$ cat config.mk
export PLATFORM = sky130hd
export DESIGN_NAME = rotary_encoder_with_button_debounce
export DESIGN_NICKNAME = d
export VERILOG_FILES = /design/src/sv/reb_pkg.sv /design/src/sv/rotary_encoder_with_button_debounce.sv /design/src/sv/reb_quad.sv /design/src/sv/reb_debounce.sv
export VERILOG_INCLUDE_DIRS = /design/src /design/src/sv
export SDC_FILE = /design/constraint.sdc
export NUM_CORES = 1
export LEC_CHECK = 0
export BUFFER_PORTS_ARGS = -buffer_cell sky130_fd_sc_hd__buf_2
export CAP_MARGIN = 20
export CORE_MARGIN = 5
export CORE_UTILIZATION = 59
export DETAILED_ROUTE_END_ITERATION = 8
export PLACE_DENSITY_LB_ADDON = 0.3
export SYNTH_ARGS = -nofsm -noshare
export SYNTH_HDL_FRONTEND = slang
export SYNTH_SLANG_ARGS = --single-unit
$ cat constraint.sdc
create_clock -name clk_i -period 9.4 [get_ports clk_i]
set_clock_uncertainty 0.1 [all_clocks]
set_input_delay 0.94 -clock clk_i [delete_from_list [all_inputs] [get_ports clk_i]]
set_output_delay 0.94 -clock clk_i [all_outputs]
set_load 0.01 [all_outputs]
$ cat src/sv/rotary_encoder_with_button_debounce_assert.svh
// Assertion macros for the rotary encoder block.
`ifndef ROTARY_ENCODER_WITH_BUTTON_DEBOUNCE_ASSERT_SVH
`define ROTARY_ENCODER_WITH_BUTTON_DEBOUNCE_ASSERT_SVH

// Plain property, sampled on clk_i, off during reset.
`define REB_ASSERT(lbl, prop, msg) \
  lbl: assert property (@(posedge clk_i) disable iff (!rst_ni) (prop)) else $error(msg);

// Same-cycle implication, sampled on clk_i, off during reset.
`define REB_ASSERT_IMPL(lbl, ante, cons, msg) \
  lbl: assert property (@(posedge clk_i) disable iff (!rst_ni) (ante) |-> (cons)) \
    else $error(msg);

`endif

$ cat src/sv/reb_pkg.sv
// Shared types and codes for the rotary encoder block.
package reb_pkg;

  typedef enum logic [1:0] {
    DirNone = 2'd0,
    DirCw   = 2'd1,
    DirCcw  = 2'd2
  } dir_e;

  typedef enum logic [1:0] {
    EvtNone     = 2'd0,
    EvtPressed  = 2'd1,
    EvtReleased = 2'd2
  } evt_e;

  localparam int unsigned PosW = 32;
  localparam int unsigned CfgIdxW = 1;

  localparam logic [CfgIdxW-1:0] CfgButtonPresent = 1'b0;
  localparam logic [CfgIdxW-1:0] CfgStartPosition = 1'b1;

  // One sampled request as held in the input stage.
  typedef struct packed {
    logic a;
    logic b;
    logic btn;
  } pin_sample_t;

endpackage

$ cat src/sv/rotary_encoder_with_button_debounce.sv
// Rotary encoder decoder with button debounce: top level.
//
// Input channel (in_valid_i/in_ready_o) takes one request per sample tick:
// pin_a_i, pin_b_i and button_level_i. Output channel (out_valid_o/
// out_ready_i) returns one result per request: step_direction_o,
// button_event_o and position_now_o, in request order.
// A request lands in an input register, passes through one level of compare
// and increment logic and is written to the result register once that
// register is free. While the receiver does not stall, one request per
// cycle is sustained, since a single combinational pass lies between the
// two registers.
// If the receiver stalls, the result register holds and the input register
// still takes one more request; in_ready_o drops only while both are full.
// Reset clears both stages, the stored pin levels, the position counter,
// the debounce count and button_present. Write the registers through
// cfg_we_i/cfg_idx_i/cfg_wdata_i while idle; writing start_position loads
// the position counter at once.
module rotary_encoder_with_button_debounce #(
  parameter int unsigned DEBOUNCE_LENGTH = 5
) (
  input  logic                               clk_i,
  input  logic                               rst_ni,
  input  logic                               in_valid_i,
  output logic                               in_ready_o,
  input  logic                               pin_a_i,
  input  logic                               pin_b_i,
  input  logic                               button_level_i,
  output logic                               out_valid_o,
  input  logic                               out_ready_i,
  output logic [1:0]                         step_direction_o,
  output logic [1:0]                         button_event_o,
  output logic signed [reb_pkg::PosW-1:0]    position_now_o,
  input  logic                               cfg_we_i,
  input  logic [reb_pkg::CfgIdxW-1:0]        cfg_idx_i,
  input  logic [reb_pkg::PosW-1:0]           cfg_wdata_i
);

  `include "rotary_encoder_with_button_debounce_assert.svh"

  logic                            in_vld_q, in_vld_d;
  reb_pkg::pin_sample_t            sample_q;
  logic                            out_vld_q, out_vld_d;
  reb_pkg::dir_e                   dir_q, dir_d;
  reb_pkg::evt_e                   evt_q, evt_d;
  logic signed [reb_pkg::PosW-1:0] pos_q, pos_d;
  logic                            present_q, present_d;
  logic                            out_free;
  logic                            adv;
  logic                            load;

  assign out_free   = !out_vld_q || out_ready_i;
  assign adv        = in_vld_q && out_free;
  assign in_ready_o = !in_vld_q || out_free;
  assign load       = cfg_we_i && (cfg_idx_i == reb_pkg::CfgStartPosition);

  always_comb begin
    present_d = present_q;
    if (cfg_we_i && (cfg_idx_i == reb_pkg::CfgButtonPresent)) begin
      present_d = cfg_wdata_i[0];
    end
  end

  reb_quad u_quad (
    .clk_i      (clk_i),
    .rst_ni     (rst_ni),
    .en_i       (adv),
    .sample_i   (sample_q),
    .load_i     (load),
    .load_val_i (cfg_wdata_i),
    .dir_o      (dir_d),
    .pos_o      (pos_d)
  );

  reb_debounce #(
    .DebounceLength (DEBOUNCE_LENGTH)
  ) u_debounce (
    .clk_i     (clk_i),
    .rst_ni    (rst_ni),
    .en_i      (adv),
    .present_i (present_q),
    .sample_i  (sample_q),
    .evt_o     (evt_d)
  );

  always_comb begin
    in_vld_d  = in_vld_q;
    out_vld_d = out_vld_q;
    if (in_ready_o) begin
      in_vld_d = in_valid_i;
    end
    if (out_free) begin
      out_vld_d = in_vld_q;
    end
  end

  always_ff @(posedge clk_i or negedge rst_ni) begin
    if (!rst_ni) begin
      in_vld_q  <= 1'b0;
      out_vld_q <= 1'b0;
      present_q <= 1'b0;
    end else begin
      in_vld_q  <= in_vld_d;
      out_vld_q <= out_vld_d;
      present_q <= present_d;
    end
  end

  // Payload registers: capture on accept, hold otherwise.
  always_ff @(posedge clk_i) begin
    if (in_valid_i && in_ready_o) begin
      sample_q.a   <= pin_a_i;
      sample_q.b   <= pin_b_i;
      sample_q.btn <= button_level_i;
    end
    if (adv) begin
      dir_q <= dir_d;
      evt_q <= evt_d;
      pos_q <= pos_d;
    end
  end

  assign out_valid_o      = out_vld_q;
  assign step_direction_o = dir_q;
  assign button_event_o   = evt_q;
  assign position_now_o   = pos_q;

  `REB_ASSERT_IMPL(a_evt_needs_button,
    out_valid_o && (button_event_o != reb_pkg::EvtNone), present_q,
    "button event reported with button logic disabled")
  `REB_ASSERT_IMPL(a_ready_only_on_stall, !in_ready_o,
    out_valid_o && !out_ready_i, "input stalled without an output stall")
  `REB_ASSERT_IMPL(a_codes_legal, out_valid_o,
    (step_direction_o != 2'd3) && (button_event_o != 2'd3),
    "illegal direction or event code")
  `REB_ASSERT(a_drain_moves,
    (in_vld_q && out_free) |=> out_valid_o,
    "advanced request did not reach the result register")

endmodule

$ cat src/sv/reb_quad.sv
// Quadrature decoder: edge detection on A/B and the wrapping position counter.
module reb_quad (
  input  logic                            clk_i,
  input  logic                            rst_ni,
  input  logic                            en_i,
  input  reb_pkg::pin_sample_t            sample_i,
  input  logic                            load_i,
  input  logic signed [reb_pkg::PosW-1:0] load_val_i,
  output reb_pkg::dir_e                   dir_o,
  output logic signed [reb_pkg::PosW-1:0] pos_o
);

  logic                            last_a_q, last_a_d;
  logic                            last_b_q, last_b_d;
  logic signed [reb_pkg::PosW-1:0] pos_q, pos_d;
  logic                            changed;
  logic                            cw;

  always_comb begin
    changed = (sample_i.a != last_a_q) || (sample_i.b != last_b_q);
    cw      = (sample_i.a != last_b_q);
    dir_o   = reb_pkg::DirNone;
    pos_o   = pos_q;
    if (changed) begin
      if (cw) begin
        dir_o = reb_pkg::DirCw;
        pos_o = pos_q + reb_pkg::PosW'(1);
      end else begin
        dir_o = reb_pkg::DirCcw;
        pos_o = pos_q - reb_pkg::PosW'(1);
      end
    end
  end

  always_comb begin
    last_a_d = last_a_q;
    last_b_d = last_b_q;
    pos_d    = pos_q;
    // The user must load config only while idle so a load never meets an advance; this block does not enforce it.
    if (load_i) begin
      pos_d = load_val_i;
    end else if (en_i) begin
      last_a_d = sample_i.a;
      last_b_d = sample_i.b;
      pos_d    = pos_o;
    end
  end

  always_ff @(posedge clk_i or negedge rst_ni) begin
    if (!rst_ni) begin
      last_a_q <= 1'b0;
      last_b_q <= 1'b0;
      pos_q    <= '0;
    end else begin
      last_a_q <= last_a_d;
      last_b_q <= last_b_d;
      pos_q    <= pos_d;
    end
  end

endmodule

$ cat src/sv/reb_debounce.sv
// Button debounce countdown and press/release event generation.
module reb_debounce #(
  parameter int unsigned DebounceLength = 5
) (
  input  logic                 clk_i,
  input  logic                 rst_ni,
  input  logic                 en_i,
  input  logic                 present_i,
  input  reb_pkg::pin_sample_t sample_i,
  output reb_pkg::evt_e        evt_o
);

  localparam int unsigned CntW = $clog2(DebounceLength + 1);

  logic            last_btn_q, last_btn_d;
  logic [CntW-1:0] cnt_q, cnt_d;

  always_comb begin
    last_btn_d = last_btn_q;
    cnt_d      = cnt_q;
    evt_o      = reb_pkg::EvtNone;
    if (present_i) begin
      if (sample_i.btn != last_btn_q) begin
        // Arm only when idle; a change mid-count just tracks the level.
        if (cnt_q == '0) begin
          cnt_d = CntW'(DebounceLength);
        end
        last_btn_d = sample_i.btn;
      end else if (cnt_q != '0) begin
        cnt_d = cnt_q - CntW'(1);
        if (cnt_q == CntW'(1)) begin
          evt_o = sample_i.btn ? reb_pkg::EvtReleased : reb_pkg::EvtPressed;
        end
      end
    end
  end

  always_ff @(posedge clk_i or negedge rst_ni) begin
    if (!rst_ni) begin
      last_btn_q <= 1'b0;
      cnt_q      <= '0;
    end else if (en_i) begin
      last_btn_q <= last_btn_d;
      cnt_q      <= cnt_d;
    end
  end

endmodule

Word-level counts from Yosys, hierarchy flattened
Cells that the tools add are included.
{"block": "classes", "bitwise_logic": 5, "eq_ne": 6, "muxes": 9, "addsub": 3, "reduce_logical": 17}
{"cell": "$mux W32", "n": 4}
{"cell": "$add A32 B2 Y32 const B", "n": 1}
{"cell": "$sub A32 B2 Y32 const B", "n": 1}
{"cell": "$mux W3", "n": 3}
{"cell": "$not A1 Y1", "n": 5}
{"cell": "$logic_and A1 B1 Y1", "n": 4}
{"cell": "$mux W2", "n": 2}
{"cell": "$ne A1 B1 Y1", "n": 4}
{"cell": "$reduce_and A4 Y1", "n": 1}
{"cell": "$reduce_bool A2 Y1", "n": 2}
{"cell": "$reduce_or A4 Y1", "n": 1}
{"cell": "$eq A3 B1 Y1 const B", "n": 1}
{"cell": "$logic_not A3 Y1", "n": 1}
{"cell": "$logic_or A1 B1 Y1", "n": 3}
{"cell": "$reduce_and A3 Y1", "n": 1}
{"cell": "$reduce_bool A3 Y1", "n": 1}
{"cell": "$sub A3 B1 Y3 const B", "n": 1}
{"cell": "$logic_not A1 Y1", "n": 2}
{"cell": "$ne A2 B2 Y1 const B", "n": 1}
{"cell": "$reduce_and A2 Y1", "n": 1}
{"block": "word_totals", "in_bits": 41, "out_inout_bits": 38, "ff_bits": 80, "elab_cells": 54}

Logic depth before layout (Yosys ltp)
{"block": "depth", "word_depth": 5, "depth_mapped": 14, "mapped_depth_nobuf": 10}

Hierarchy
A second synthesis with hierarchy kept.
{"block": "hier_totals", "hier_cells": 615, "hier_area_um2": 5487.8}
{"mod": "reb_quad", "area_each_um2": 3871.2, "cells_per_inst": 535, "instances": 1, "seq_area_each_um2": 850.8}
{"mod": "rotary_encoder_with_button_debounce", "area_each_um2": 1321.3, "cells_per_inst": 51, "instances": 1, "seq_area_each_um2": 1246.2}
{"mod": "reb_debounce", "area_each_um2": 295.3, "cells_per_inst": 29, "instances": 1, "seq_area_each_um2": 100.1}

Worst setup path after synthesis
OpenSTA, ideal clock, no wires.
{"block": "synth_path", "kind": "register to register", "startpoint": "reg sample_q[2] (netlist bit)", "endpoint": "reg u_quad.pos_q[30] (netlist bit)", "setup_ps": 82, "t_arrival_ps": 3307, "required_time_ps": 9218, "path_stages_with_launch": 15, "path_slack_ps": 5911, "n_path_buf": 4, "synth_period_minus_slack_ps": 3489, "path_cell_list": "edfxtp_1 > xor2_1 > buf_4 > buf_4 > buf_4 > buf_2 > xnor2_1 > ha_1 > nor4_1 > a41oi_1 > o211ai_2 > nor2_2 > mux2i_1 > or3_1 > a31oi_1"}
{"block": "synth_between", "elab_chain_cells": 5, "word_cells_on_any_way": 7, "cone_classes": "2 x eq/ne; 4 x mux; 1 x reduce/logical"}
{"element": "from (decl)", "line": "rotary_encoder_with_button_debounce.sv:41", "text": "reb_pkg::pin_sample_t sample_q;"}
{"element": "$ne A1 B1 Y1 (on tied branches)", "line": "reb_quad.sv:21, reb_quad.sv:20"}
{"element": "$mux W32 / $logic_or A1 B1 Y1 (equally long branches)", "line": "reb_quad.sv:25, reb_quad.sv:20"}
{"element": "$mux W32 *", "line": "reb_quad.sv:24", "text": "if (changed) begin"}
{"element": "$mux W32 *", "line": "reb_quad.sv:42", "text": "end else if (en_i) begin"}
{"element": "$mux W32 *", "line": "reb_quad.sv:40", "text": "if (load_i) begin"}
{"element": "to (signal assigned)", "line": "reb_quad.sv:57", "text": "pos_q <= pos_d;"}
{"element": "to (decl)", "line": "reb_quad.sv:15", "text": "logic signed [reb_pkg::PosW-1:0] pos_q, pos_d;"}
Every way passes the cells marked *; elsewhere a longest branch is shown, timed or not. The select of a mux whose other input is x is not followed.
A chain may end at the register's enable or synchronous reset.

Final worst setup path
Same ends and word-level chain as after synthesis.

==> summary.txt <==
clock network latency to the later pin of the worst-skew pair -> 0.35 ns
Die W -> 105.3 µm
Worst-Margin Slew -> 0.9312 ns
headroom to the max-slew limit -> 0.3735
top post-synthesis cells by area -> edfxtp_1 22%, dfrtp_1 19%, nand2_1 5.4%, xnor2_1 4.9%, xor2_1 4.9%
crit path DAT -> 3.90 ns
Tot Pwr -> 0.001306 W
Top FF cell, synth -> dfrtp_1
first-pass GRT wire length -> 22850 µm
initial antenna violation count -> 1
Comb power frac -> 0.329
Lkg Pwr -> 2.258 nW
WHS -> 0.3930 ns
Via-to-Cell Ratio -> 6.223
CTS tree -> yes
initial core utilization -> 0.6090
TritonRoute pass-1 iters -> 4
height of the chip -> 105.3 µm
class of the worst hold path -> input pin to asynchronous set/reset pin
final period utilization -> 0.3957
Antenna Nets Post-Route -> 0
TNS Setup -> 0 ns
clock buffer depth -> 2
cts hold-fix bufs -> 0
total number of vias -> 4624
post-synthesis average cell area -> 9.167 µm²
Syn Nets -> 630
die area -> 11100 µm²
ratio of cells with drive above 1 in the final layout -> 0.2094
P_sw -> 0.0005140 W
top-count cell post-synth -> nand2_1
Switching Fraction -> 0.3936
wl on met1 -> 6521 µm
clock share of power -> 0.225
RSZ-0062 raised after global routing -> false
Setup crit start kind -> flop
Tot GR Track Use -> 0.2567
maximum clock rate -> 268.9 MHz
MaxCap Viol Count -> 0
reg-to-reg slack, setup -> 5.68 ns
reg2reg path depth -> 11
Mapped Area -> 5363 µm²
met3 wire len -> 1204 µm
Post-synth ARST share -> 0.5125
Internal -> 0.0007920 W
wire length on met2 -> 6107 µm
# nets final -> 675
DRC -> 0
synthesis-stage register bit count -> 80
routability congestion estimate -> 0.8767
largest net degree at the start of global routing -> 48
Tmin final -> 3.719 ns
synth cell count leaders -> 77 x nand2_1, 48 x nor2_1, 41 x dfrtp_1
DPL Wire Length -> 9931 µm
Crit Reg-Reg Endpoint -> u_quad.pos_q[30]$_DFFE_PN0P_
vias in the first global route -> 4411
RR Startpoint -> sample_q[2]$_DFFE_PP_
VDD IR max -> 0.0001541 V
Core ar. -> 8806 µm²
I/O Buffers -> 78
synth warn -> 0
outcome -> complete, no violations
post-route cell area -> 5918 µm²
WS Path Type -> flop to flop
CTS Root Cell -> clkbuf_8
Power Density -> 220.7 nW/µm²
Hold Fails Final Rpt -> 0
register area share after synthesis -> 0.4097
H-tree depth -> 3
Crit path required time -> 9.58 ns
wire per inst -> 18.94 µm
dpl ws -> 5.778 ns
Final Worst Setup Slack -> 5.681 ns
num rows -> 34
Post-synth EDFFs -> 39
Initial DRC Count -> 416
Max Used Layer -> met5
PostCTS Resize Cnt -> 0
Worst Path Max Fanout -> 47
Synth cell types -> 68
Clk pin slew, worst setup/hold paths -> 0.09 ns
sequential power share -> 0.446
n_diodes -> 0
Total Wirelength -> 14070 µm
Syn-to-layout area delta -> 10.36%
# IOs -> 79
max-slew violations -> 0
final setup fails -> 0
share of Yosys cell area claimed by the top area cell type -> 0.2184
dominant cell type by area after synthesis -> edfxtp_1
gr ovfl total -> 0
Syn Inst Count -> 585
Inserted Clock Buffers -> 9
clk sinks -> 80
Crit. End Element -> flop
post-CTS setup buffers -> 0
Placed Area -> 5668 µm²
-- power groups by stage --
stage / Clock, W / Sequential, W / Combinational, W
global placement: 0 / 0.000583 / 0.000413
detailed placement: 0 / 0.000584 / 0.000423
CTS: 0.000299 / 0.000576 / 0.000425
global route: 0.000315 / 0.000595 / 0.000472
floorplan: 0 / 0.000514 / 0.000373
finish: 0.000294 / 0.000583 / 0.000429
-- layout make-up --
cell class,count,area [µm²]
Multi-Input combinational cell,448,2882
Tap cell,108,135.1
Clock inverter,4,75.07
Clock buffer,12,155.1
Fill cell,717,2888
Timing Repair Buffer,84,447.9
Inverter,7,26.28
Sequential cell,80,2197
-- worst max-delay path: stages (launching register included) --
cell and delay [ns]:
edfxtp_1 0.55, xor2_4 0.20, buf_4 0.47, xnor2_1 0.13, ha_1 0.25, nor4_1 0.53, a41oi_1 0.28, o211ai_2 0.35
nor2_2 0.10, mux2i_1 0.16, or3_1 0.36, a31oi_1 0.17
-- routing by layer --
layer  GRT usage  vias up
met5           0        -
met4     0.07123        2
met3     0.05012       23
met2      0.3766      221
met1      0.3868     2177
li1            -     2201
-- metrics by stage --
| stage | utilization | cells |
|---|---|---|
| after detailed placement | 0.6436 | 726 |
| after global placement | 0.6436 | 726 |
| after global routing | 0.6721 | 743 |
| final | 0.6721 | 743 |
| after floorplan | - | 585 |
| after CTS | 0.6698 | 742 |
-- registers in the layout, indices dropped and copies added, names as in the netlist --
name                   flops
in_vld_q                   1
u_quad.last_b_q            1
present_q                  1
u_debounce.last_btn_q      1
button_event_o             2
step_direction_o           2
u_quad.pos_q              32
u_debounce.cnt_q           3
u_quad.last_a_q            1
out_valid_o                1
sample_q                   3
position_now_o            32
-- worst max path at each step --
stage	slack, ns	end	depth (start not counted)	from
3_5_place_dp	5.78	u_quad.pos_q[30]$_DFFE_PN0P_	11	sample_q[2]$_DFFE_PP_
5_1_grt	5.48	u_quad.pos_q[30]$_DFFE_PN0P_	11	sample_q[2]$_DFFE_PP_
2_1_floorplan	5.91	u_quad.pos_q[30]$_DFFE_PN0P_	14	sample_q[2]$_DFFE_PP_
3_3_place_gp	5.87	u_quad.pos_q[30]$_DFFE_PN0P_	11	sample_q[2]$_DFFE_PP_
4_1_cts	5.75	u_quad.pos_q[30]$_DFFE_PN0P_	11	sample_q[2]$_DFFE_PP_
6_report	5.68	u_quad.pos_q[30]$_DFFE_PN0P_	11	sample_q[2]$_DFFE_PP_
-- kinds of logic (layout without fill, tap and decap cells) --
| kind of cell | Yosys count | after routing | share of synthesized area |
|---|---|---|---|
| AO/OA/AOI/OAI | 97 | 97 | 0.1148 |
| multiplexers | 28 | 28 | 0.05693 |
| AND/OR/NAND/NOR | 258 | 258 | 0.2517 |
| XOR/XNOR | 61 | 61 | 0.1010 |
| adder cells (fa/ha/maj) | 4 | 4 | 0.009333 |
| flip-flops | 80 | 80 | 0.4097 |
| buffers and inverters | 57 | 107 | 0.05646 |
-- cell usage in the layout, fill, tap and decap left out, drive strengths merged, types with 7 or more instances in the layout --
cell type and n:
clkbuf 12, nand3 13, nor4 19, xnor2 31, nor2 50, xor2 30, a31oi 8, edfxtp 39
a21oi 22, inv 7, buf 84, o21ai 41, nand4 19, dfrtp 41, mux2i 21, or3 9
nand2 77, mux2 7, nor3 19, and2 9, or4 16
(Power assumes the default switching activity.)
